[config.mk]
export PLATFORM = sky130hd
export DESIGN_NAME = bsc_queue
export DESIGN_NICKNAME = d
export VERILOG_FILES = /design/src/rtl/bsc_pkg.sv /design/src/rtl/bsc_queue.sv
export SDC_FILE = /design/constraint.sdc
export NUM_CORES = 1
export LEC_CHECK = 0
export ABC_AREA = 1
export BUFFER_PORTS_ARGS = -buffer_cell sky130_fd_sc_hd__buf_2
export CORE_UTILIZATION = 59
export CTS_BUF_LIST = sky130_fd_sc_hd__clkbuf_8
export DETAILED_ROUTE_END_ITERATION = 10
export PLACE_DENSITY_LB_ADDON = 0.25
export SLEW_MARGIN = 20
export SYNTH_ARGS = -nofsm -noshare
export SYNTH_HDL_FRONTEND = slang
export SYNTH_SLANG_ARGS = --single-unit
export TNS_END_PERCENT = 30
[constraint.sdc]
create_clock -name clock -period 3.3 [get_ports clock]
set_input_delay 0.66 -clock clock [delete_from_list [all_inputs] [get_ports clock]]
set_output_delay 0.66 -clock clock [all_outputs]
set_load 0.02 [all_outputs]
[src/rtl/bsc_pkg.sv]
// ----------------------------------------------------------------------------
// bsc_pkg: shared types and constants
// Field widths, register indexes and the records passed between the
// temperature front end, the queue and the pressure back end.
// ----------------------------------------------------------------------------
package bsc_pkg;

   localparam int RAW_W     = 20;
   localparam int CENTI_W   = 24;
   localparam int FINE_W    = 32;
   localparam int PRES_W    = 32;
   localparam int CAL_W     = 48;
   localparam int CSR_IDX_W = 8;
   localparam int WIDE_W    = 64;

   // register indexes
   localparam logic [CSR_IDX_W-1:0] CSR_TEMP_CAL   = 8'd0;
   localparam logic [CSR_IDX_W-1:0] CSR_PRES_CAL_A = 8'd1;
   localparam logic [CSR_IDX_W-1:0] CSR_PRES_CAL_B = 8'd2;
   localparam logic [CSR_IDX_W-1:0] CSR_PRES_CAL_C = 8'd3;

   // queue between front and back
   localparam int QUEUE_AW    = 2;
   localparam int QUEUE_DEPTH = 1 << QUEUE_AW;

   // calibration words as written
   typedef struct packed {
      logic [CAL_W-1:0] temp;
      logic [CAL_W-1:0] pres_a;
      logic [CAL_W-1:0] pres_b;
      logic [CAL_W-1:0] pres_c;
   } bsc_cal_type;

   // temperature results carried with an item
   typedef struct packed {
      logic [FINE_W-1:0]  fine;
      logic [CENTI_W-1:0] centi;
   } bsc_meta_type;

   // one queue entry
   typedef struct packed {
      bsc_meta_type     meta;
      logic [RAW_W-1:0] raw_p;
   } bsc_item_type;

endpackage

[src/rtl/bsc_queue.sv]
// ----------------------------------------------------------------------------
// bsc_queue: item queue
// Small FIFO between the front and back ends so each can stall on its own.
// ----------------------------------------------------------------------------
module bsc_queue import bsc_pkg::*; (
   input  logic         clock,
   input  logic         reset,
   input  logic         push,
   input  bsc_item_type push_item,
   output logic         full,
   input  logic         pop,
   output bsc_item_type head,
   output logic         empty
);

   bsc_item_type        mem [QUEUE_DEPTH];
   logic [QUEUE_AW-1:0] wr_ff, wr_in, rd_ff, rd_in;
   logic [QUEUE_AW:0]   cnt_ff, cnt_in;

   assign full  = (cnt_ff == QUEUE_DEPTH[QUEUE_AW:0]);
   assign empty = (cnt_ff == '0);
   assign head  = mem[rd_ff];

   // pointer and count update
   always_comb begin
      wr_in  = push ? wr_ff + 1'b1 : wr_ff;
      rd_in  = pop  ? rd_ff + 1'b1 : rd_ff;
      cnt_in = cnt_ff;
      if (push && !pop) begin
         cnt_in = cnt_ff + 1'b1;
      end else if (pop && !push) begin
         cnt_in = cnt_ff - 1'b1;
      end
   end

   always_ff @(posedge clock) begin
      if (reset) begin
         wr_ff  <= '0;
         rd_ff  <= '0;
         cnt_ff <= '0;
      end else begin
         wr_ff  <= wr_in;
         rd_ff  <= rd_in;
         cnt_ff <= cnt_in;
      end
   end

   // storage
   always_ff @(posedge clock) begin
      if (push) begin
         mem[wr_ff] <= push_item;
      end
   end

`ifndef ASSERT_OFF
   a_no_overfill: assert property (@(posedge clock) disable iff (reset)
      cnt_ff <= QUEUE_DEPTH[QUEUE_AW:0])
      else $error("queue count beyond depth");
   a_no_pop_empty: assert property (@(posedge clock) disable iff (reset)
      empty |-> !pop)
      else $error("pop from empty queue");
   a_push_counts: assert property (@(posedge clock) disable iff (reset)
      (push && !pop) |=> (cnt_ff == $past(cnt_ff) + 1'b1))
      else $error("queue count missed a transfer");
`endif

endmodule

Yosys cells after proc, flatten, opt, wreduce, memory -nomap -nowiden
Memories as Yosys holds them, arrays and structs flattened. A register that Yosys moved wholly into a read port is not among the register bits.
Cells that the tools add are included.
{"block": "op_classes", "n_addsub": 4, "eq_ne": 1, "mux": 6, "reduce_logical": 6}
{"op": "$mux W3", "n": 2}
{"op": "$add A2 B1 Y2 const B", "n": 2}
{"op": "$mux W2", "n": 2}
{"op": "$add A3 B1 Y3 const B", "n": 1}
{"op": "$eq A3 B3 Y1 const B", "n": 1}
{"op": "$logic_not A3 Y1", "n": 1}
{"op": "$sub A3 B1 Y3 const B", "n": 1}
{"op": "$logic_and A1 B1 Y1", "n": 2}
{"op": "$logic_not A1 Y1", "n": 2}
{"op": "$mux W1", "n": 2}
{"op": "$reduce_bool A2 Y1", "n": 1}
{"block": "totals", "reg_bits": 7, "mem_bits_rw": 304, "in_bits": 80, "out_inout_bits": 78, "n_memories": 1}
{"memory": "mem", "words": 4, "width": 76, "read_ports": 1, "rd_ports_with_merged_regs": 1, "wr": 1, "line_no": "bsc_queue.sv:16", "text": "bsc_item_type mem [QUEUE_DEPTH];"}

Longest topological paths before layout
{"block": "depth", "ltp_word": 4, "ltp_mapped": 10}

Least setup slack after synthesis
Ideal clock, no wire load.
{"block": "synth_path", "path_type": "input port to flip-flop", "startpoint": "in push", "endpoint": "mem mem[2][0] (netlist name) (enable)", "setup_ns": 0.430, "arrival_time_ns": 2.167, "slack_ns": 0.703, "cell_stages": 2, "path_cell_list": "nand2_1 > inv_1"}
{"block": "synth_via", "elab_chain_cells": 2}
{"element": "start: declaration", "line_no": "bsc_queue.sv:8", "text": "input logic push,"}
{"element": "$mux W1", "line_no": "bsc_queue.sv:50", "text": "if (push) begin"}
{"element": "$mux W1 (implied by the code)", "line_no": "bsc_queue.sv:51", "text": "mem[wr_ff] <= push_item;"}
{"element": "end: declaration", "line_no": "bsc_queue.sv:16"}
No other way between the ends.

==> results.ini <==
[status]
status = complete, no violations

[logic_synthesis]
synth_area_leaders = edfxtp_1, o21ai_0, nor2_1
netlist_instances = 793
yosysTopAreaCell = edfxtp_1
ys_seq_area_share_pct = 78.6
syn_nets = 879
yosysWarnings = 0
synth_top_area_share_pct = 77.1
avgSynthCellArea_um2 = 14.9
synth_area_um2 = 11800
yosysUniqueCellTypes = 27
ys_seq_elements = 313

[finish]
drive_gt1_share_pct = 26.2
num-fill-cells = 1344
seq_area_um2 = 9310
final_common_cell = edfxtp_1
fin_nets = 1055
syn_to_final_growth_pct = 15.3
utilization_pct = 69.7
layout_common_cells = edfxtp_1, buf_2, o21ai_0, nor2_1, o22ai_1
multi_input_area_um2 = 2090
layoutNonFillerInstCount = 1272

[grt]
use_met1_pct = 27.5
grt_first_pass_wirelength_um = 34800
grt_max_degree = 91
grt-ovfl-total = 0
antenna_found_initial = 2
met2_usage_pct = 37.9
grt_pass1_vias = 6855
busiest_layer = met2
globalRouteTotalUtil_pct = 22.5
use_met3_pct = 7.40

[routing]
postRouteAntennaNets = 0
drc = 0
first_iter_violations = 465
num_vias = 7016
wirelength_um = 23000
vias_per_cell = 5.52
wire_per_inst_um = 18.1
drt_first_pass_iters = 5

[timing]
rsz0062_at_grt = false
fin_tns_setup_ns = 0
tightestPinTransition_ns = 0.934
drv_slew = 0
period_needed_ns = 3.05
setup_viol = 0
fin_ws_ns = 0.250
fin_crit_sh_pct = 92.4
hold_viol = 0
fin_worst_skew_ns = 0.0163
fmax_ghz = 0.328
max_slew_margin_pct = 37.8

[die]
initial_core_util_pct = 60.4
dieArea_um2 = 20600
core_um2 = 19600
ios = 158
die_x_um = 144
rows = 51
die_h_um = 144

[clock_tree]
cts_hold_buf = 0
clkLatencyLatePin_ns = 0.54
cts_tree = yes
cts_resized = 0
cts_buffers = 47
clk_pin_slew_ns = 0.06
clkSinkCount = 313
clk_path_buf_depth = 3
root_buffer = clkbuf_8
cts_setup_buffers = 0
htree_levels = 2

[setup_path]
cp.arrival_ns = 2.39
worstSetupStartpointType = flop
required_ns = 2.64
critPathCaptureType = output port
crit_type = flop to output port
critPathMaxFanout = 90

[placement]
place_ws_ns = 0.814
place_congestion = 0.707
dp.cells = 1185
hpwlAfterDp_um = 13200
port_buffers = 157

[job]
maxCapViolations = 0

[pwr]
cellPowerDensity_nw_per_um2 = 608
ir_drop_mv = 0.444
power_w = 0.00829
leakagePower_nw = 4.87

[min_path]
hp-class = input port to flop

==> per-stage QoR <==
step / hold WS, ns / area, um^2
4_1_cts: 0.273 / 13600
3_5_place_dp: 0.433 / 12800
6_report: 0.305 / 13700
5_1_grt: 0.298 / 13600
2_1_floorplan: 0.412 / 11800
3_3_place_gp: 0.431 / 12800
==> path summary, 6_finish.rpt <==
check             startpoint    endpoint  slack (ns)  depth (start not counted)
setup reg to reg    wr_ff[0]  mem[0][75]        1.38                          5
hold reg to reg     rd_ff[1]        flop        0.45                          1
hold / removal         reset   cnt_ff[0]        0.31                          2
setup / recovery        flop    head[50]        0.25                          5
==> report_power, final <==
group          switching (W)  internal (W)
Combinational       0.000612      0.000266
Clock                0.00136       0.00146
Sequential         0.0000518       0.00454
==> per-layer routing <==
| metal | wire (um) | share of wire, % |
|---|---|---|
| met1 | 9340 | 41 |
| met4 | 318 | 1.4 |
| met5 | 23 | 0.10 |
| met3 | 1990 | 8.7 |
| met2 | 11300 | 49 |
==> cells by family after synthesis <==
logic type	count (synthesis)	synth area share, %
adders and majority gates	6	0.697
AOI/OAI and AO/OA	236	11.0
buffers and inverters	66	3.76
xor gates and xnor gates	1	0.0740
DFF	313	78.6
and+or+nand+nor	171	5.81
==> critical path, stage by stage (launching register included) <==
cell and delay [ns]:
dfxtp_4 0.45, inv_8 0.07, buf_4 0.70, o21ai_0 0.21, o22ai_1 0.17, buf_2 0.19
==> layout make-up <==
type                            instances  share of cell area, %
Inverter                               17                  0.559
Tap cell                              265                   2.43
Multi-Input combinational cell        414                   15.3
Clock buffer                           53                   5.34
Timing Repair Buffer                  176                   7.17
Sequential cell                       313                   68.2
Clock inverter                         32                  0.944
Antenna cell                            2                 0.0367
==> synth_stat cells <==
master,instances
dfxtp_1,9
xor2_1,1
nor2_2,16
o21ai_1,4
fa_1,1
buf_4,7
buf_2,8
nand2_1,9
clkbuf_4,1
edfxtp_1,304
o22ai_2,5
inv_1,15
clkbuf_1,13
nand3_1,1
buf_12,2
clkbuf_2,7
o21ai_0,153
nand4_1,1
a21oi_1,3
buf_8,7
inv_2,1
buf_6,4
nor3_1,2
nor2_1,142
o22ai_1,71
inv_8,1
ha_1,5
==> sequential cells by signal (all words and copies together), names as in the netlist, named ones only <==
signal	flops
mem	304
cnt_ff	3
rd_ff	2
wr_ff	2
Power figures use the tool's default switching activity.
