**src/rtl/bsc_pkg.sv**
```systemverilog
// ----------------------------------------------------------------------------
// bsc_pkg: shared types and constants
// Field widths, register indexes and the records passed between the
// temperature front end, the queue and the pressure back end.
// ----------------------------------------------------------------------------
package bsc_pkg;

   localparam int RAW_W     = 20;
   localparam int CENTI_W   = 24;
   localparam int FINE_W    = 32;
   localparam int PRES_W    = 32;
   localparam int CAL_W     = 48;
   localparam int CSR_IDX_W = 8;
   localparam int WIDE_W    = 64;

   // register indexes
   localparam logic [CSR_IDX_W-1:0] CSR_TEMP_CAL   = 8'd0;
   localparam logic [CSR_IDX_W-1:0] CSR_PRES_CAL_A = 8'd1;
   localparam logic [CSR_IDX_W-1:0] CSR_PRES_CAL_B = 8'd2;
   localparam logic [CSR_IDX_W-1:0] CSR_PRES_CAL_C = 8'd3;

   // queue between front and back
   localparam int QUEUE_AW    = 2;
   localparam int QUEUE_DEPTH = 1 << QUEUE_AW;

   // calibration words as written
   typedef struct packed {
      logic [CAL_W-1:0] temp;
      logic [CAL_W-1:0] pres_a;
      logic [CAL_W-1:0] pres_b;
      logic [CAL_W-1:0] pres_c;
   } bsc_cal_type;

   // temperature results carried with an item
   typedef struct packed {
      logic [FINE_W-1:0]  fine;
      logic [CENTI_W-1:0] centi;
   } bsc_meta_type;

   // one queue entry
   typedef struct packed {
      bsc_meta_type     meta;
      logic [RAW_W-1:0] raw_p;
   } bsc_item_type;

endpackage

```
**src/rtl/bsc_front.sv**
```systemverilog
// ----------------------------------------------------------------------------
// bsc_front: temperature front end
// Four-stage pipeline for the 32-bit temperature compensation; finished
// items are pushed into the queue together with the raw pressure.
// ----------------------------------------------------------------------------
module bsc_front import bsc_pkg::*; (
   input  logic             clock,
   input  logic             reset,
   input  logic [CAL_W-1:0] temp_cal,
   input  logic             req_valid,
   output logic             req_ready,
   input  logic [RAW_W-1:0] raw_t,
   input  logic [RAW_W-1:0] raw_p,
   input  logic             q_full,
   output logic             push,
   output bsc_item_type     push_item
);

   logic               adv;
   logic [15:0]        t1;
   logic signed [15:0] t2, t3;

   logic vld1_ff, vld2_ff, vld3_ff, vld4_ff;

   logic [31:0]        a_wide, d_wide;
   logic signed [17:0] a_in, a_ff;
   logic signed [16:0] d_in, d_ff;
   logic [RAW_W-1:0]   p1_ff, p2_ff, p3_ff, p4_ff;

   logic signed [33:0] prod_a, prod_d;
   logic [31:0]        v1p_in, v1p_ff, dd_in, dd_ff;

   logic signed [31:0] v1_in, v1_ff, ddsh, m3_in, m3_ff;

   logic signed [31:0] v2, fine_in, c5, centi32;
   logic [FINE_W-1:0]  fine_ff;
   logic [CENTI_W-1:0] centi_ff;

   assign t1  = temp_cal[15:0];
   assign t2  = $signed(temp_cal[31:16]);
   assign t3  = $signed(temp_cal[47:32]);

   // pipeline moves unless the last stage is stuck on a full queue
   assign adv       = !vld4_ff || !q_full;
   assign req_ready = adv;
   assign push      = vld4_ff && !q_full;

   // stage 1: offsets from T1
   assign a_wide = {15'b0, raw_t[19:3]} - {15'b0, t1, 1'b0};
   assign d_wide = {16'b0, raw_t[19:4]} - {16'b0, t1};
   assign a_in   = $signed(a_wide[17:0]);
   assign d_in   = $signed(d_wide[16:0]);

   // stage 2: first products
   assign prod_a = a_ff * t2;
   assign prod_d = d_ff * d_ff;
   assign v1p_in = prod_a[31:0];
   assign dd_in  = prod_d[31:0];

   // stage 3: scale and second product
   assign v1_in = $signed(v1p_ff) >>> 11;
   assign ddsh  = $signed(dd_ff) >>> 12;
   assign m3_in = ddsh * t3;

   // stage 4: fine temperature and hundredths
   assign v2      = m3_ff >>> 14;
   assign fine_in = v1_ff + v2;
   assign c5      = fine_in + (fine_in <<< 2) + 32'sd128;
   assign centi32 = c5 >>> 8;

   // stage valids
   always_ff @(posedge clock) begin
      if (reset) begin
         vld1_ff <= 1'b0;
         vld2_ff <= 1'b0;
         vld3_ff <= 1'b0;
         vld4_ff <= 1'b0;
      end else if (adv) begin
         vld1_ff <= req_valid;
         vld2_ff <= vld1_ff;
         vld3_ff <= vld2_ff;
         vld4_ff <= vld3_ff;
      end
   end

   // stage payloads
   always_ff @(posedge clock) begin
      if (adv) begin
         a_ff     <= a_in;
         d_ff     <= d_in;
         p1_ff    <= raw_p;
         v1p_ff   <= v1p_in;
         dd_ff    <= dd_in;
         p2_ff    <= p1_ff;
         v1_ff    <= v1_in;
         m3_ff    <= m3_in;
         p3_ff    <= p2_ff;
         fine_ff  <= fine_in;
         centi_ff <= centi32[CENTI_W-1:0];
         p4_ff    <= p3_ff;
      end
   end

   assign push_item.meta.fine  = fine_ff;
   assign push_item.meta.centi = centi_ff;
   assign push_item.raw_p      = p4_ff;

endmodule

```
**config.mk**
```make
export PLATFORM = sky130hd
export DESIGN_NAME = bsc_front
export DESIGN_NICKNAME = d
export VERILOG_FILES = /design/src/rtl/bsc_pkg.sv /design/src/rtl/bsc_front.sv
export SDC_FILE = /design/constraint.sdc
export NUM_CORES = 2
export LEC_CHECK = 0
export BUFFER_PORTS_ARGS = -buffer_cell sky130_fd_sc_hd__buf_2
export CAP_MARGIN = 20
export CORE_MARGIN = 5
export CORE_UTILIZATION = 62
export DETAILED_ROUTE_END_ITERATION = 10
export HOLD_SLACK_MARGIN = 0.02
export PLACE_DENSITY = 0.83
export SLEW_MARGIN = 10
export SYNTH_ARGS = -nofsm -noshare
export SYNTH_HDL_FRONTEND = slang
export SYNTH_SLANG_ARGS = --single-unit
```
**constraint.sdc**
```tcl
create_clock -name clock -period 37.2 [get_ports clock]
set_clock_uncertainty 0.2 [all_clocks]
set_input_delay 11.16 -clock clock [delete_from_list [all_inputs] [get_ports clock]]
set_output_delay 11.16 -clock clock [all_outputs]
set_load 0.005 [all_outputs]
```
# Word-level counts from Yosys, hierarchy flattened
# Cells that the tools add are included.
[totals]
regBits = 282
in_bits = 92
out_inout_bits = 78
[op_classes]
addsub = 5
reduce_logical = 4
n_mul = 3
[op_table]
columns = ["operator", "count"]
rows = [
  ["multiplier 17 x 17 -> 32 bit", 1],
  ["multiplier 18 x 16 -> 32 bit", 1],
  ["multiplier 20 x 16 -> 32 bit", 1],
  ["adder 25 x 9 -> 26 bit (second input constant)", 1],
  ["adder 22 x 24 -> 25 bit", 1],
  ["adder 21 x 18 -> 22 bit", 1],
  ["subtractor 17 x 17 -> 18 bit", 1],
  ["subtractor 16 x 16 -> 17 bit", 1],
  ["zero test 1 bit", 2],
  ["logical AND 1 bit", 1],
  ["logical OR 1 bit", 1],
]

# Depth between registers and ports, before layout
[depth]
ltp_word = 3
ltp_mapped = 26
depth_no_buf = 24

# Worst setup path before layout
# No wires, ideal clock.
[synth_path]
kind = "input-to-output"
start = "in q_full"
end = "out req_ready"
path_stages = 1
slack_ns = 10.038
arrival_ns = 15.802
cell_sequence = "nand2_1"
[synth_via]
elab_chain_cells = 2
[synth_lines]
columns = ["element", "line_no", "rtl"]
rows = [
  ["start, declared", "bsc_front.sv:14", "input logic q_full,"],
  ["zero test 1 bit", "bsc_front.sv:44", "assign adv = !vld4_ff || !q_full;"],
  ["logical OR 1 bit", "bsc_front.sv:44", ""],
  ["end, declared", "bsc_front.sv:11", "output logic req_ready,"],
]
# No other way between the ends.

# Final worst setup path
# Ends and elaborated chain as after synthesis.

==> impl_metrics.ini <==
[critical_path]
reg2reg_to = v1p_ff[26]$_DFFE_PP_
endpoint = req_ready
startpoint_type = input pin
crit_arrival_ns = 12.23
cp_max_fo = 69
worstSetupPathType = in2out
r2r_slack_ns = 29.28
end_kind = output port
rr_worst_depth = 22
worstPathRequired_ns = 25.84
crit_start = q_full
worstReg2RegStart = a_ff[9]$_DFFE_PP_

[synthesis]
synthCells = 3795
synth_edf_count = 218
yosys_register_bits = 222
ys.flop_type = edfxtp_1
yosysSeqAreaShare = 0.172
yosysUniqueCellTypes = 65
yosysTopAreaCell = fa_1
ys_top_cells_by_area = fa_1 42%, edfxtp_1 17%, ha_1 10%, inv_1 9.7%, and2_1 5.1%
synthArstFlopShare = 0
synth_fp_nets = 5022
avgSynthCellArea_um2 = 10.2
yosysWarnings = 0
yosysTopAreaCellShare = 0.424
netlist_area_mm2 = 0.0386

[grt]
grt_first_pass_wirelength_um = 139000
track_usage = 0.254
grt_max_degree = 83
grt-ovfl-total = 0
grt_pass1_vias = 29000
antenna_found_initial = 3

[clock_network]
clockBufferDepth = 3
cts_max_level = 1
post-cts-setup-buffers = 0
clock_sinks = 222
tritoncts.num_buffers = 24
cts_hold_buf = 0
cts_tree = yes
post_cts_resized = 0
clock_latency_ns = 0.55
path_clk_slew_ns = 0.06
cts_root_buffer = clkbuf_16

[place]
dp.final_hpwl_um = 63900
port_buffers = 166
gp_congestion = 0.862

[die]
die_h_um = 259
die-width_um = 259
die_area_mm2 = 0.0673
start_util = 0.626
core_mm2 = 0.0616
io_pins = 170
rows = 91

[routing]
dr_total_vias = 25500
first_iter_violations = 1431
antenna_left = 0
drtPass1Iterations = 6
via_per_inst = 5.40
wl_um = 81400
drcViolationCount = 0
routedWlPerCell_um = 17.2

[job]
maxCapViolCount = 0

[timing]
worstMarginPinSlew_ns = 0.960
clock.fmax_mhz = 42.4
fin_tns_setup_ns = 0
maxSlewHeadroom = 0.360
min_period_ns = 23.59
rsz0062_at_grt = false
hold_violations = 0
finalCritPeriodShare = 0.634
setup_violations = 0
report.final.slew_viol_count = 0

[cells_and_area]
drive_above_1_share = 0.0618
syn_to_final_growth_pct = 5.65
num-nets-final = 5092

[min_path]
hold_path_class = reg2reg

[run_status]
outcome = complete, no violations
-- logic make-up after synthesis --
group                      Yosys count  synth area share
adders and majority gates         1135             0.527
xor gates and xnor gates           146            0.0332
buffers and inverters             1140             0.113
DFF                                222             0.172
and+or+nand+nor                    946             0.118
muxes                                1          0.000292
AOI/OAI and AO/OA                  205            0.0364
-- worst min path at each step --
stage / startpoint / to / slack [ns] / cells past startpoint
floorplan: p1_ff[0]$_DFFE_PP_ / p2_ff[0]$_DFFE_PP_ / 0.20 / 0
global placement: p2_ff[10]$_DFFE_PP_ / p3_ff[10]$_DFFE_PP_ / 0.20 / 0
global route: p2_ff[3]$_DFFE_PP_ / p3_ff[3]$_DFFE_PP_ / 0.22 / 0
CTS: p2_ff[3]$_DFFE_PP_ / p3_ff[3]$_DFFE_PP_ / 0.22 / 0
finish: p1_ff[0]$_DFFE_PP_ / p2_ff[0]$_DFFE_PP_ / 0.22 / 0
detailed placement: p1_ff[16]$_DFFE_PP_ / p2_ff[16]$_DFFE_PP_ / 0.20 / 0
-- through the flow --
step,util,hold WS (ns),setup WS (ns),area (um2),instances
after floorplan,-,0.200,10.04,38600,3795
after global placement,0.649,0.201,13.62,40000,4676
after detailed placement,0.649,0.205,13.57,40000,4676
after CTS,0.661,0.219,13.57,40700,4719
after global routing,0.661,0.222,13.49,40700,4719
final,0.661,0.218,13.61,40700,4720
-- sequential cells by signal, summed over array words and instances, names as in the netlist, 18 cells and up --
register,flops
v1_ff,21
v1p_ff,21
p3_ff,20
p2_ff,20
a_ff,18
centi_ff,18
fine_ff,22
p4_ff,20
dd_ff,20
p1_ff,20
m3_ff,18
-- cells in the mapped netlist (all sizes together), types with 4 or more instances --
| master | number |
|---|---|
| a21o | 25 |
| dfxtp | 4 |
| nor2b | 19 |
| o41a | 4 |
| a31oi | 9 |
| o21bai | 5 |
| a211oi | 8 |
| a31o | 4 |
| and2 | 316 |
| edfxtp | 218 |
| o211ai | 5 |
| o21a | 20 |
| fa | 816 |
| a41o | 4 |
| ha | 319 |
| a21boi | 5 |
| a21oi | 58 |
| or2 | 4 |
| clkbuf | 127 |
| nand4 | 12 |
| xor2 | 36 |
| inv | 995 |
| nor3 | 16 |
| o21ai | 30 |
| nand2b | 22 |
| nand3 | 24 |
| buf | 17 |
| and3 | 5 |
| nor2 | 108 |
| nand2 | 414 |
| xnor2 | 110 |
-- placed cells by master (no fill, tap or decap), types with 20 or more instances in the layout --
master     instances
ha_1             319
nor2_1           108
a21oi_1           57
buf_2            166
a21o_1            25
xor2_1            36
nand2b_1          22
buf_4             22
o21ai_0           27
clkbuf_16         24
and2_1           316
fa_1             816
edfxtp_1         218
inv_1            994
nand3_1           24
o21a_1            20
nand2_1          413
xnor2_1          110
-- critical path, stage by stage --
cell     delay (ns)
buf_2          0.14
nand2_4        0.67
buf_2          0.25
-- final cells by class --
| type | count | area [um2] |
|---|---|---|
| Multi-Input combinational cell | 2433 | 27600 |
| Inverter | 996 | 3740 |
| Antenna cell | 1 | 2.50 |
| Clock buffer | 25 | 604 |
| Tap cell | 837 | 1050 |
| Fill cell | 4619 | 20900 |
| Timing Repair Buffer | 188 | 996 |
| Clock inverter | 18 | 121 |
| Sequential cell | 222 | 6630 |
-- per-layer routing --
metal	vias to the layer above	GRT usage	share of wire
met3	204	0.0426	0.073
met4	0	0.0759	0.030
met5	-	0	0
li1	11400	-	-
met2	921	0.453	0.51
met1	13000	0.322	0.39
Power is not shown: default switching activity piles up to over one toggle a cycle in this logic, so the estimate is an artifact.
